## src/cmow_pkg.sv

```systemverilog
// ----------------------------------------------------------------------------
// cmow_pkg
// Shared widths and register map of the clipped Morton order walker.
// ----------------------------------------------------------------------------
package cmow_pkg;

    localparam int DIM_W      = 16;   // width / height register and coordinate ports
    localparam int ADDR_W     = 32;   // raster address and order number
    localparam int MUL_W      = 17;   // shared multiplier operand width
    localparam int PROD_W     = 2 * MUL_W;
    localparam int IN_DATA_W  = 8;
    localparam int OUT_DATA_W = 2 * DIM_W + 2 * ADDR_W;
    localparam int APB_ADDR_W = 3;
    localparam int APB_DATA_W = 32;

    localparam logic REG_WIDTH  = 1'b0;
    localparam logic REG_HEIGHT = 1'b1;

endpackage

```

## src/clipped_morton_order_walker.sv

```systemverilog
// ----------------------------------------------------------------------------
// clipped_morton_order_walker
// Steps: accept, total, check, search (a step per skipped outside block), address;
//   a walk already done ends at the check step, and an earlier result still waiting holds
//   the item. A new item is taken only once the last one is through, set by a single
//   skip unit and one shared 17x17 multiplier (rectangle size, raster address)
// Reset: synchronous active low; width and height return to 1, the walk
//   restarts at scan position zero, no result pending.
// ----------------------------------------------------------------------------
module clipped_morton_order_walker #(
    parameter int COORD_BITS = 16
) (
    input  logic                              i_clk,
    input  logic                              i_rst_n,
    // apb configuration
    input  logic                              psel,
    input  logic                              penable,
    input  logic                              pwrite,
    input  logic [cmow_pkg::APB_ADDR_W-1:0]   paddr,
    input  logic [cmow_pkg::APB_DATA_W-1:0]   pwdata,
    output logic [cmow_pkg::APB_DATA_W-1:0]   prdata,
    output logic                              pready,
    // request items
    input  logic                              s_axis_tvalid,
    output logic                              s_axis_tready,
    input  logic [cmow_pkg::IN_DATA_W-1:0]    s_axis_tdata,   // restart, zero fill
    // result items
    output logic                              m_axis_tvalid,
    input  logic                              m_axis_tready,
    output logic [cmow_pkg::OUT_DATA_W-1:0]   m_axis_tdata,   // pos_x, pos_y, raster_addr, order_num
    output logic                              m_axis_tlast,   // is_last
    output logic                              m_axis_tuser    // done_res
);

    localparam int SW = 2 * COORD_BITS + 1;
    localparam int CW = COORD_BITS + 1;
    localparam logic [CW-1:0] DIM_MAX = CW'(1) << COORD_BITS;

    localparam logic [2:0] S_IDLE = 3'd0;
    localparam logic [2:0] S_TOT  = 3'd1;
    localparam logic [2:0] S_CHK  = 3'd2;
    localparam logic [2:0] S_SRCH = 3'd3;
    localparam logic [2:0] S_ADDR = 3'd4;

    logic [2:0]                       r_state, n_state;
    logic [cmow_pkg::DIM_W-1:0]       r_width;
    logic [cmow_pkg::DIM_W-1:0]       r_height;
    logic [SW-1:0]                    r_scan, n_scan;
    logic [cmow_pkg::ADDR_W-1:0]      r_emit, n_emit;
    logic                             r_fin, n_fin;
    logic [cmow_pkg::PROD_W-1:0]      r_prod;
    logic [cmow_pkg::PROD_W-1:0]      r_total, n_total;
    logic [COORD_BITS-1:0]            r_x, n_x;
    logic [COORD_BITS-1:0]            r_y, n_y;
    logic                             r_ovalid, n_ovalid;
    logic [cmow_pkg::OUT_DATA_W-1:0]  r_odata, n_odata;
    logic                             r_olast, n_olast;
    logic                             r_odone, n_odone;

    logic                             cfg_wr;
    logic                             in_acc;
    logic                             out_free;
    logic [CW-1:0]                    ew;
    logic [CW-1:0]                    eh;
    logic [cmow_pkg::MUL_W-1:0]       mul_a;
    logic [cmow_pkg::MUL_W-1:0]       mul_b;
    logic [COORD_BITS-1:0]            sk_x;
    logic [COORD_BITS-1:0]            sk_y;
    logic                             sk_inside;
    logic [SW-1:0]                    sk_next;
    logic [cmow_pkg::ADDR_W-1:0]      emit_inc;
    logic [cmow_pkg::ADDR_W-1:0]      raster;

    // configuration
    assign pready = 1'b1;
    assign cfg_wr = psel && penable && pwrite && pready;

    always_comb begin
        case (paddr[2])
            cmow_pkg::REG_WIDTH:  prdata = cmow_pkg::APB_DATA_W'(r_width);
            cmow_pkg::REG_HEIGHT: prdata = cmow_pkg::APB_DATA_W'(r_height);
            default:              prdata = '0;
        endcase
    end

    always_ff @(posedge i_clk) begin
        if (!i_rst_n) begin
            r_width  <= cmow_pkg::DIM_W'(1);
            r_height <= cmow_pkg::DIM_W'(1);
        end else if (cfg_wr) begin
            if (paddr[2] == cmow_pkg::REG_WIDTH) begin
                r_width <= pwdata[cmow_pkg::DIM_W-1:0];
            end else begin
                r_height <= pwdata[cmow_pkg::DIM_W-1:0];
            end
        end
    end

    // clipped size
    assign ew = ({1'b0, r_width} > (cmow_pkg::DIM_W + 1)'(DIM_MAX)) ? DIM_MAX : CW'(r_width);
    assign eh = ({1'b0, r_height} > (cmow_pkg::DIM_W + 1)'(DIM_MAX)) ? DIM_MAX : CW'(r_height);

    cmow_skip #(
        .COORD_BITS (COORD_BITS)
    ) u_skip (
        .i_scan   (r_scan),
        .i_ew     (ew),
        .i_eh     (eh),
        .o_x      (sk_x),
        .o_y      (sk_y),
        .o_inside (sk_inside),
        .o_next   (sk_next)
    );

    // shared multiplier: size while checking, row times width while searching
    always_comb begin
        if (r_state == S_SRCH) begin
            mul_a = cmow_pkg::MUL_W'(sk_y);
            mul_b = cmow_pkg::MUL_W'(r_width);
        end else begin
            mul_a = cmow_pkg::MUL_W'(ew);
            mul_b = cmow_pkg::MUL_W'(eh);
        end
    end

    always_ff @(posedge i_clk) begin
        r_prod <= mul_a * mul_b;
    end

    // a result still waiting holds the item in its check or search step
    assign out_free      = !r_ovalid || m_axis_tready;
    assign s_axis_tready = (r_state == S_IDLE);
    assign in_acc        = s_axis_tvalid && s_axis_tready;
    assign emit_inc      = r_emit + 1'b1;
    assign raster        = r_prod[cmow_pkg::ADDR_W-1:0] + cmow_pkg::ADDR_W'(r_x);

    always_comb begin
        n_state  = r_state;
        n_scan   = r_scan;
        n_emit   = r_emit;
        n_fin    = r_fin;
        n_total  = r_total;
        n_x      = r_x;
        n_y      = r_y;
        n_ovalid = r_ovalid;
        n_odata  = r_odata;
        n_olast  = r_olast;
        n_odone  = r_odone;

        if (r_ovalid && m_axis_tready) begin
            n_ovalid = 1'b0;
        end

        case (r_state)
            S_IDLE: begin
                if (in_acc) begin
                    if (s_axis_tdata[0]) begin
                        n_scan = '0;
                        n_emit = '0;
                        n_fin  = 1'b0;
                    end
                    n_state = S_TOT;
                end
            end
            S_TOT: begin
                n_state = S_CHK;
            end
            S_CHK: begin
                n_total = r_prod;
                if (r_fin || ({2'b00, r_emit} >= r_prod)) begin
                    if (out_free) begin
                        n_fin    = 1'b1;
                        n_ovalid = 1'b1;
                        n_odata  = '0;
                        n_olast  = 1'b0;
                        n_odone  = 1'b1;
                        n_state  = S_IDLE;
                    end
                end else begin
                    n_state = S_SRCH;
                end
            end
            S_SRCH: begin
                if (r_scan[SW-1]) begin
                    // scan space exhausted
                    if (out_free) begin
                        n_fin    = 1'b1;
                        n_ovalid = 1'b1;
                        n_odata  = '0;
                        n_olast  = 1'b0;
                        n_odone  = 1'b1;
                        n_state  = S_IDLE;
                    end
                end else if (sk_inside) begin
                    if (out_free) begin
                        n_x     = sk_x;
                        n_y     = sk_y;
                        n_scan  = r_scan + 1'b1;
                        n_state = S_ADDR;
                    end
                end else begin
                    n_scan = sk_next;
                end
            end
            S_ADDR: begin
                n_ovalid = 1'b1;
                n_odata  = {r_emit, raster, cmow_pkg::DIM_W'(r_y), cmow_pkg::DIM_W'(r_x)};
                n_olast  = ({2'b00, emit_inc} >= r_total);
                n_odone  = 1'b0;
                n_fin    = ({2'b00, emit_inc} >= r_total);
                n_emit   = emit_inc;
                n_state  = S_IDLE;
            end
            default: begin
                n_state = S_IDLE;
            end
        endcase
    end

    always_ff @(posedge i_clk) begin
        if (!i_rst_n) begin
            r_state  <= S_IDLE;
            r_scan   <= '0;
            r_emit   <= '0;
            r_fin    <= 1'b0;
            r_ovalid <= 1'b0;
        end else begin
            r_state  <= n_state;
            r_scan   <= n_scan;
            r_emit   <= n_emit;
            r_fin    <= n_fin;
            r_ovalid <= n_ovalid;
        end
    end

    always_ff @(posedge i_clk) begin
        r_total <= n_total;
        r_x     <= n_x;
        r_y     <= n_y;
        r_odata <= n_odata;
        r_olast <= n_olast;
        r_odone <= n_odone;
    end

    assign m_axis_tvalid = r_ovalid;
    assign m_axis_tdata  = r_odata;
    assign m_axis_tlast  = r_olast;
    assign m_axis_tuser  = r_odone;

endmodule

```

## src/cmow_skip.sv

```systemverilog
// ----------------------------------------------------------------------------
// cmow_skip
// Splits a scan position into x / y, tests it against the clipped rectangle
// and gives the scan position after the largest aligned block that lies
// wholly outside.
// ----------------------------------------------------------------------------
module cmow_skip #(
    parameter int COORD_BITS = 16
) (
    input  logic [2*COORD_BITS:0]   i_scan,
    input  logic [COORD_BITS:0]     i_ew,
    input  logic [COORD_BITS:0]     i_eh,
    output logic [COORD_BITS-1:0]   o_x,
    output logic [COORD_BITS-1:0]   o_y,
    output logic                    o_inside,
    output logic [2*COORD_BITS:0]   o_next
);

    localparam int SW  = 2 * COORD_BITS + 1;
    localparam int PXW = (COORD_BITS > 1) ? $clog2(COORD_BITS) : 1;
    localparam int BW  = $clog2(2 * COORD_BITS + 1);

    logic [COORD_BITS-1:0] x;
    logic [COORD_BITS-1:0] y;
    logic [COORD_BITS-1:0] ew_m1;
    logic [COORD_BITS-1:0] eh_m1;
    logic [COORD_BITS-1:0] dx;
    logic [COORD_BITS-1:0] dy;
    logic [PXW-1:0]        px;
    logic [PXW-1:0]        py;
    logic                  x_out;
    logic                  y_out;
    logic [BW-1:0]         bx;
    logic [BW-1:0]         by;
    logic [BW-1:0]         best;

    always_comb begin
        for (int j = 0; j < COORD_BITS; j++) begin
            x[j] = i_scan[2*j];
            y[j] = i_scan[2*j+1];
        end
    end

    assign x_out = ({1'b0, x} >= i_ew);
    assign y_out = ({1'b0, y} >= i_eh);

    // block of 2^s stays outside in x while s is at most the top differing bit
    assign ew_m1 = COORD_BITS'(i_ew - 1'b1);
    assign eh_m1 = COORD_BITS'(i_eh - 1'b1);
    assign dx    = x ^ ew_m1;
    assign dy    = y ^ eh_m1;

    always_comb begin
        px = '0;
        py = '0;
        for (int j = 0; j < COORD_BITS; j++) begin
            if (dx[j]) begin
                px = PXW'(j);
            end
            if (dy[j]) begin
                py = PXW'(j);
            end
        end
    end

    assign bx = BW'({px, 1'b0});
    assign by = BW'({py, 1'b1});

    always_comb begin
        if (y_out && (!x_out || (by > bx))) begin
            best = by;
        end else begin
            best = bx;
        end
    end

    assign o_x      = x;
    assign o_y      = y;
    assign o_inside = !x_out && !y_out;
    assign o_next   = (i_scan & ({SW{1'b1}} << best)) + (SW'(1) << best);

endmodule
```

## config.mk

```make
export PLATFORM = sky130hd
export DESIGN_NAME = clipped_morton_order_walker
export DESIGN_NICKNAME = d
export VERILOG_FILES = /design/src/cmow_pkg.sv /design/src/clipped_morton_order_walker.sv /design/src/cmow_skip.sv
export SDC_FILE = /design/constraint.sdc
export NUM_CORES = 1
export LEC_CHECK = 0
export ABC_AREA = 0
export BUFFER_PORTS_ARGS = -buffer_cell sky130_fd_sc_hd__buf_2
export CAP_MARGIN = 0
export CORE_ASPECT_RATIO = 0.6
export CORE_UTILIZATION = 65
export DETAILED_ROUTE_END_ITERATION = 6
export PLACE_DENSITY_LB_ADDON = 0.05
export SETUP_SLACK_MARGIN = 0.15
export SYNTH_ARGS = -nofsm -noshare
export SYNTH_HDL_FRONTEND = slang
export SYNTH_HIERARCHICAL = 1
export SYNTH_SLANG_ARGS = --single-unit
export TNS_END_PERCENT = 1
```

## constraint.sdc

```tcl
create_clock -name i_clk -period 18.3 [get_ports i_clk]
set_clock_uncertainty 0.2 [all_clocks]
set_input_delay 2.745 -clock i_clk [delete_from_list [all_inputs] [get_ports i_clk]]
set_output_delay 2.745 -clock i_clk [all_outputs]
set_load 0.01 [all_outputs]
```

==> results.md, run 1 <==
* Top-count cell post-synth: inv_1
* Status: finished clean
* CTS Hold Buffers Added at 0
* Reg2reg end: r_scan[32]
* Clock Sinks at 300
* Synth area leader: edfxtp_1
* Post-synth EDFFs at between 150 and 200
* Mapped Cells at around 3500
* Slew Viols, Final at 0
* Synth area leaders: edfxtp_1, fa_1, ha_1
* Net Sw Power at 0.608 mW
* Design internal power at between 1 and 1.5 mW
* Avg Vias per Cell at roughly 6.5
* Avg Cell Area, Syn at ~8.7 um^2
* Estimated wirelength of the detail-placed design at roughly 75000 um
* Pwr Total at ~1.8 mW
* Ys async rst share at 0
* Util after Layout at 0.705
* Startpoint types: register
* Worst path max stage delay at 0.87 ns
* WP data arrival at about 11 ns
* Vias in the first global route at about 25000
* Design area at about 32000 um^2
* Synth top cells by count: inv_1, nand2_1, nor2_1, ha_1, fa_1
* Core Region at 45200 um^2
* F_max at between 90 and 100 MHz
* DR vias at 26735
* Placed cell areas at approximately 31000 um^2
* RR Startpoint: r_width[1]
* Seq pwr share at 0.425
* Synthesis Warnings at 6
* IO Pins at around 180
* Initial antenna violation count at 1
* DIE AREA at 47100 um^2
* Synth top area share at 0.164
* Clock slew at reported path FFs at 0.07 ns
* Final-stage net count at about 4000
* Setup repair bufs after CTS at 0
* Hold path start: r_prod[24]
* Critical path endpoint category: register
* GR Util met1 at 0.610
* Hold Crit Class: register to register
* Share of post-route cells with drive strength above 1 at 0.0980
* Slowest CP cell: mux2i_1
* Met3 Track Usage GR at 0.149
* Seq/Total Area, Yosys at 0.255
* Final setup viols at 0
* R2R cell count at 37
* Critical path type: register to register
* Starting Density at 0.664
* Comb pwr share at 0.226
* Synth Cell Area at between 30000 and 40000 um^2
* CTS tree: built
* FF+latch count, synth at 300
* Relative slew slack at 0.103
* Critical Path Fanout Max at 17
* DRC Markers at 0
* Synth cell types at 98
* R2R Setup Slk at 7.51 ns
* Port bufs at 140
* Die height at 168 um
* TritonCTS buffer count at 29
* Sw frac at 0.336
* # resized after CTS at 0
* Row cnt at 60
* Final hold vios at 0
* Final TNS setup at 0 ns
* First drt pass iteration count at 7
* DIE WIDTH at 279 um
* Worst-Skew Late Latency at roughly 0.63 ns
* Drt wl/cell at ~23 um
* Worst-Margin Slew at 1.34 ns
* Max VDD drop at about 78 uV
* Post-route ant nets at 0
* Pwr/cell area at about 57 nW/um^2
* Clk pwr share at 0.349
* Worst EP required at between 15 and 20 ns
* RSZ-0062 raised after global routing: no
* H-tree lvl count at 1
* Area Overhead vs Synth at 6.17%
* Clock Tree Root: clkbuf_16
* GR peak layer: met1
* Post-layout minimum cycle time at between 10 and 15 ns
* Met2 Usage GRT at 0.552
* CTS max path bufs at 3
* Period utilization at 0.590
* Largest net degree at the start of global routing at 105
* Pleak at 14.4 nW
* Number of max-cap violations at 0
* Hold Crit Endpoint: r_total[24]
* ANT cells at 0
* GRT overflow at 0
* Routed WL at ~97000 um
* Total GRT Usage at 0.407
* Top_reg_cell synth: edfxtp_1
* DR iter-0 viols at 3430
* First-pass GRT wire length at roughly 150000 um
* Hold depth at 0
* Final GP Congestion at around 1.0
## cell families (layout without fill, tap and decap cells)
kind of cell               Yosys count  in the layout  share of synthesized area
and+or+nand+nor                   1172           1172                      0.190
buffers and inverters              622            667                     0.0874
AOI/OAI and AO/OA                  614            614                      0.136
adders and majority gates          470            470                      0.245
DFF                                300            300                      0.255
xor gates and xnor gates           187            187                     0.0546
muxes                               89             89                     0.0317
other                                2             20                   0.000250
## cells in the final DEF (no fill, tap or decap), types with 55 or more instances in the layout
master / n
inv_1: 433
nand2_1: 372
nor2_1: 275
ha_1: 272
fa_1: 198
edfxtp_1: 164
a21oi_1: 156
buf_2: 140
dfxtp_1: 135
xnor2_1: 120
o21ai_0: 97
nand3_1: 91
and3_1: 90
nor3_1: 69
xor2_1: 67
a21boi_0: 55
## through the flow
| stage | hold slack (ns) | worst slack, ns | instances |
|---|---|---|---|
| after floorplan | 0.200 | 10.33 | 3474 |
| after global placement | 0.217 | 8.33 | 4085 |
| after detailed placement | 0.224 | 8.12 | 4085 |
| after CTS | 0.240 | 8.04 | 4139 |
| after global routing | 0.251 | 7.22 | 4139 |
| final | 0.244 | 7.51 | 4139 |
## metal layers
metal / part of all wire / routed length (um)
met1: 0.42 / 41100
met2: 0.39 / 38000
met3: 0.16 / 15700
met4: 0.022 / 2130
met5: 0.00071 / 69
## critical path, delay by kind of cell (launching register included)
family                   cells  cell delay (ns)
AO/OA/AOI/OAI               19             4.95
AND/OR/NAND/NOR              7             1.94
adder cells (fa/ha/maj)      3             0.95
multiplexers                 1             0.87
buffers and inverters        5             0.83
flip-flops                   1             0.45
XOR/XNOR                     2             0.42
## final cells by class
cell class,instances,area (um^2)
Clock buffer,36,782
Multi-Input combinational cell,2552,19900
Clock inverter,18,174
Sequential cell,300,7650
Timing Repair Buffer,179,993
Tap cell,620,776
Fill cell,3480,13300
Inverter,434,1630
## state kept, by name (all words and copies together) (netlist names), 32 cells and up
register	cells
m_axis_tdata	96
r_prod	34
r_total	34
r_scan	33
r_emit	32
## power by group through the flow
stage          Clock (mW)  Sequential, mW  Combinational [mW]
2_1_floorplan           0           0.789               0.245
3_3_place_gp            0           0.782               0.378
3_5_place_dp            0           0.783               0.387
4_1_cts             0.628           0.768               0.390
5_1_grt             0.652           0.771               0.429
6_report            0.631           0.769               0.409
## worst max-delay path by stage
| stage | start | endpoint | slack [ns] | cells after the start |
|---|---|---|---|---|
| floorplan | m_axis_tready | m_axis_tdata[0] | 10.33 | 4 |
| global placement | r_width[1] | r_scan[32] | 8.33 | 37 |
| detailed placement | r_width[1] | r_scan[32] | 8.12 | 37 |
| CTS | r_width[1] | r_scan[32] | 8.04 | 37 |
| global route | r_width[1] | r_scan[32] | 7.22 | 37 |
| finish | r_width[1] | r_scan[32] | 7.51 | 37 |
Note: power is estimated with default switching activity, not from simulation.
==> run 2, diff against run 1 <==
--- a/config.mk
+++ b/config.mk
@@ -5,11 +5,11 @@
 export SDC_FILE = /design/constraint.sdc
 export NUM_CORES = 1
 export LEC_CHECK = 0
-export ABC_AREA = 0
+export ABC_AREA = 1
 export BUFFER_PORTS_ARGS = -buffer_cell sky130_fd_sc_hd__buf_2
 export CAP_MARGIN = 0
 export CORE_ASPECT_RATIO = 0.6
-export CORE_UTILIZATION = 65
+export CORE_UTILIZATION = 57
 export DETAILED_ROUTE_END_ITERATION = 6
 export PLACE_DENSITY_LB_ADDON = 0.05
 export SETUP_SLACK_MARGIN = 0.15
==> constraint.sdc (replaced) <==
create_clock -name i_clk -period 8.9 [get_ports i_clk]
set_clock_uncertainty 0.2 [all_clocks]
set_input_delay 1.335 -clock i_clk [delete_from_list [all_inputs] [get_ports i_clk]]
set_output_delay 1.335 -clock i_clk [all_outputs]
set_load 0.01 [all_outputs]
==> run 2 against run 1 <==
Hold slack lost 0.0023 ns. Via count is 5.1% lower. Flip-flop and latch count unchanged. Critical path type unchanged.
==> results.md, run 2 <==
* Status: finished clean (unchanged)
* Synth area leaders: edfxtp_1, fa_1, ha_1 (unchanged)
* Min Hold Slack at 0.242 ns (was 0.244 ns)
* Max reg flops at 96 (unchanged)
* R2R Setup Slk at 0.59 ns (was 7.51 ns)
* R2R cell count at 28 (was 37)
* Reg2reg end: r_prod[31] (was r_scan[32])
* Post-synth EDFFs at 164 (unchanged)
* Final-stage net count at 4456 (was 4016)
* Worst-Skew Late Latency at 0.62 ns (was 0.63 ns)
* Die height at 177 um (was 168 um)
* Clock Sinks at 300 (unchanged)
* Design internal power at 2.76 mW (was 1.20 mW)
* Initial antenna violation count at 1 (unchanged)
* First-pass GRT wire length at 142000 um (was 148000 um)
* Comb pwr share at 0.286 (was 0.226)
* TritonCTS buffer count at 29 (unchanged)
* IO Pins at 183 (unchanged)
* Vias in the first global route at 23051 (was 25019)
* Net Sw Power at 1.60 mW (was 0.608 mW)
* DIE AREA at 52000 um^2 (was 47100 um^2)
* Avg Cell Area, Syn at 7.63 um^2 (was 8.69 um^2)
* Relative slew slack at 0.110 (was 0.103)
* Final hold vios at 0 (unchanged)
* Critical path's most frequent cell: fa_1
* F_max at 120 MHz (was 92.6 MHz)
* Core Region at 49900 um^2 (was 45200 um^2)
* Critical path endpoint category: register (unchanged)
* GRT overflow at 0 (unchanged)
* Max VDD drop at 158 uV (was 77.5 uV)
* Clock Tree Root: clkbuf_16 (unchanged)
* Sw frac at 0.368 (was 0.336)
* Final setup viols at 0 (unchanged)
* H-tree lvl count at 1 (unchanged)
* Startpoint types: register (unchanged)
* Worst path max stage delay at 1.14 ns (was 0.87 ns)
* Pre-CTS setup slack at 0.861 ns (was 8.12 ns)
* FF+latch count, synth at 300 (unchanged)
* Drt wl/cell at 20.6 um (was 23.4 um)
* CTS tree: built (unchanged)
* Top-count cell post-synth: nand2_1 (was inv_1)
* WP data arrival at 8.59 ns (was 11.09 ns)
* Seq/Total Area, Yosys at 0.263 (was 0.255)
* Synthesis Warnings at 6 (unchanged)
* Worst-Margin Slew at 1.32 ns (was 1.34 ns)
* Fillers at 4646 (was 3480)
* # resized after CTS at 0 (unchanged)
* CTS max path bufs at 3 (unchanged)
* Synth Cell Area at 29100 um^2 (was 30000 um^2)
* Worst EP required at 9.19 ns (was 18.59 ns)
* Total GRT Usage at 0.369 (was 0.407)
* Hold Crit Class: register to register (unchanged)
* Synth cell types at 65 (was 98)
* RR Startpoint: r_state[2] (was r_width[1])
* Final GP Congestion at 1.07 (was 1.02)
* Top_reg_cell synth: edfxtp_1 (unchanged)
* Post-layout minimum cycle time at 8.31 ns (was 10.79 ns)
* Seq pwr share at 0.414 (was 0.425)
* Port bufs at 140 (unchanged)
* Placed cell areas at 30500 um^2 (was 30900 um^2)
* Largest net degree at the start of global routing at 76 (was 105)
* Starting Density at 0.584 (was 0.664)
* Mapped Cells at 3815 (was 3456)
* Clk pwr share at 0.300 (was 0.349)
* CTS Hold Buffers Added at 0 (unchanged)
* CP Capture Point: r_prod[31] (was r_scan[32])
* Final TNS setup at 0 ns (unchanged)
* Synth top area share at 0.169 (was 0.164)
* Period utilization at 0.933 (was 0.590)
* Pwr/cell area at 138 nW/um^2 (was 56.8 nW/um^2)
* First drt pass iteration count at 6 (was 7)
* DRC Markers at 0 (unchanged)
* Share of post-route cells with drive strength above 1 at 0.0980 (about the same)
* Ys async rst share at 0 (unchanged)
* Pwr Total at 4.36 mW (was 1.81 mW)
* Routed WL at 95900 um (was 97000 um)
* Most frequent cells in the layout: nand2_1, inv_1, nor2_1 (was inv_1, nand2_1, nor2_1)
* DR vias at 25371 (was 26735)
* Design area at 31500 um^2 (was 31900 um^2)
* Number of max-cap violations at 0 (unchanged)
* Post-route ant nets at 0 (unchanged)
* Avg Vias per Cell at 5.46 (was 6.46)
* Clock slew at reported path FFs at 0.07 ns (about the same)
* DR iter-0 viols at 2793 (was 3430)
* Synth area leader: edfxtp_1 (unchanged)
* Commonest non-fill, non-tap cell in the layout: nand2_1 (was inv_1)
* Critical path type: register to register (unchanged)
* Area Overhead vs Synth at 8.18% (was 6.17%)
* Slowest CP cell: o21ai_0 (was mux2i_1)
* Pleak at 15.2 nW (was 14.4 nW)
* Final worst slack at 0.594 ns (was 7.51 ns)
* Setup repair bufs after CTS at 0 (unchanged)
* RSZ-0062 raised after global routing: no (unchanged)
* Estimated wirelength of the detail-placed design at 77900 um (was 74700 um)
* Slew Viols, Final at 0 (unchanged)
* Synth top cells by count: nand2_1, inv_1, nor2_1, ha_1, a21oi_1 (was inv_1, nand2_1, nor2_1, ha_1, fa_1)
* Critical Path Fanout Max at 43 (was 17)
* Crit path launch: r_state[2] (was r_width[1])
* DIE WIDTH at 294 um (was 279 um)
* Row cnt at 63 (was 60)
==> run 2: cell count changes after synthesis, sizes merged, moves of 44 or more <==
cell	delta
a21boi	-44
nand2	+452
o21ai	+77
nor2b	-51
clkbuf	-72
and3	-91
mux2	-48
a21oi	+90
nor2	+191
xnor2	-82
inv	+305
==> run 2: stage by stage <==
step | cells | util
3_3_place_gp | 4587 | 0.612
5_1_grt | 4642 | 0.631
3_5_place_dp | 4587 | 0.612
4_1_cts | 4641 | 0.631
2_1_floorplan | 3832 | -
6_report | 4643 | 0.631
==> run 2: area by class of cell <==
cell class,count,area [um^2],share of cell area
well taps,682,853,0.0271
clock buffers,39,835,0.0265
inverters,739,2770,0.0880
clock inverters,15,145,0.00461
multi-input cells,2658,18000,0.572
flip-flops and latches,300,7650,0.243
diodes,2,5.00,0.000159
repair buffers,208,1220,0.0388
==> run 2: how the worst min path moves through the flow <==
stage                           from     endpoint  slack, ns  cells after the start
after floorplan           r_prod[20]  r_total[20]       0.21                      0
after global placement    r_prod[32]  r_total[32]       0.21                      0
after detailed placement  r_prod[33]  r_total[33]       0.21                      0
after CTS                 r_prod[33]  r_total[33]       0.24                      0
after global routing      r_prod[32]  r_total[32]       0.25                      0
final                     r_prod[32]  r_total[32]       0.24                      0
==> run 2: worst max-delay path, delay by kind of cell, from the launching register on <==
kind / cells / cell delay (ns)
DFF: 1 / 0.39
adders and majority gates: 7 / 3.34
xor gates and xnor gates: 1 / 0.15
buffers and inverters: 7 / 1.11
and+or+nand+nor: 9 / 1.30
AOI/OAI and AO/OA: 4 / 1.70
==> run 2: cell families after synthesis <==
| kind of cell | count (synthesis) | share of synthesized area |
|---|---|---|
| compound gates | 514 | 0.101 |
| buf+inv | 874 | 0.122 |
| fa+ha+maj | 470 | 0.253 |
| simple gates | 1522 | 0.222 |
| xor+xnor | 133 | 0.0403 |
| other cells | 2 | 0.000258 |
| flops | 300 | 0.263 |
==> run 2: metal layers <==
metal | part of all wire | GRT usage
met1 | 0.46 | 0.562
met2 | 0.35 | 0.454
met3 | 0.16 | 0.174
met4 | 0.022 | 0.0790
met5 | 0.0038 | 0.0328
==> run 2: power groups by stage <==
stage,registers (mW),logic (mW),clock network [mW]
final,1.81,1.25,1.31
after detailed placement,1.83,1.21,0
after global routing,1.82,1.36,1.37
after floorplan,1.89,0.724,0
after global placement,1.83,1.21,0
after CTS,1.80,1.22,1.32
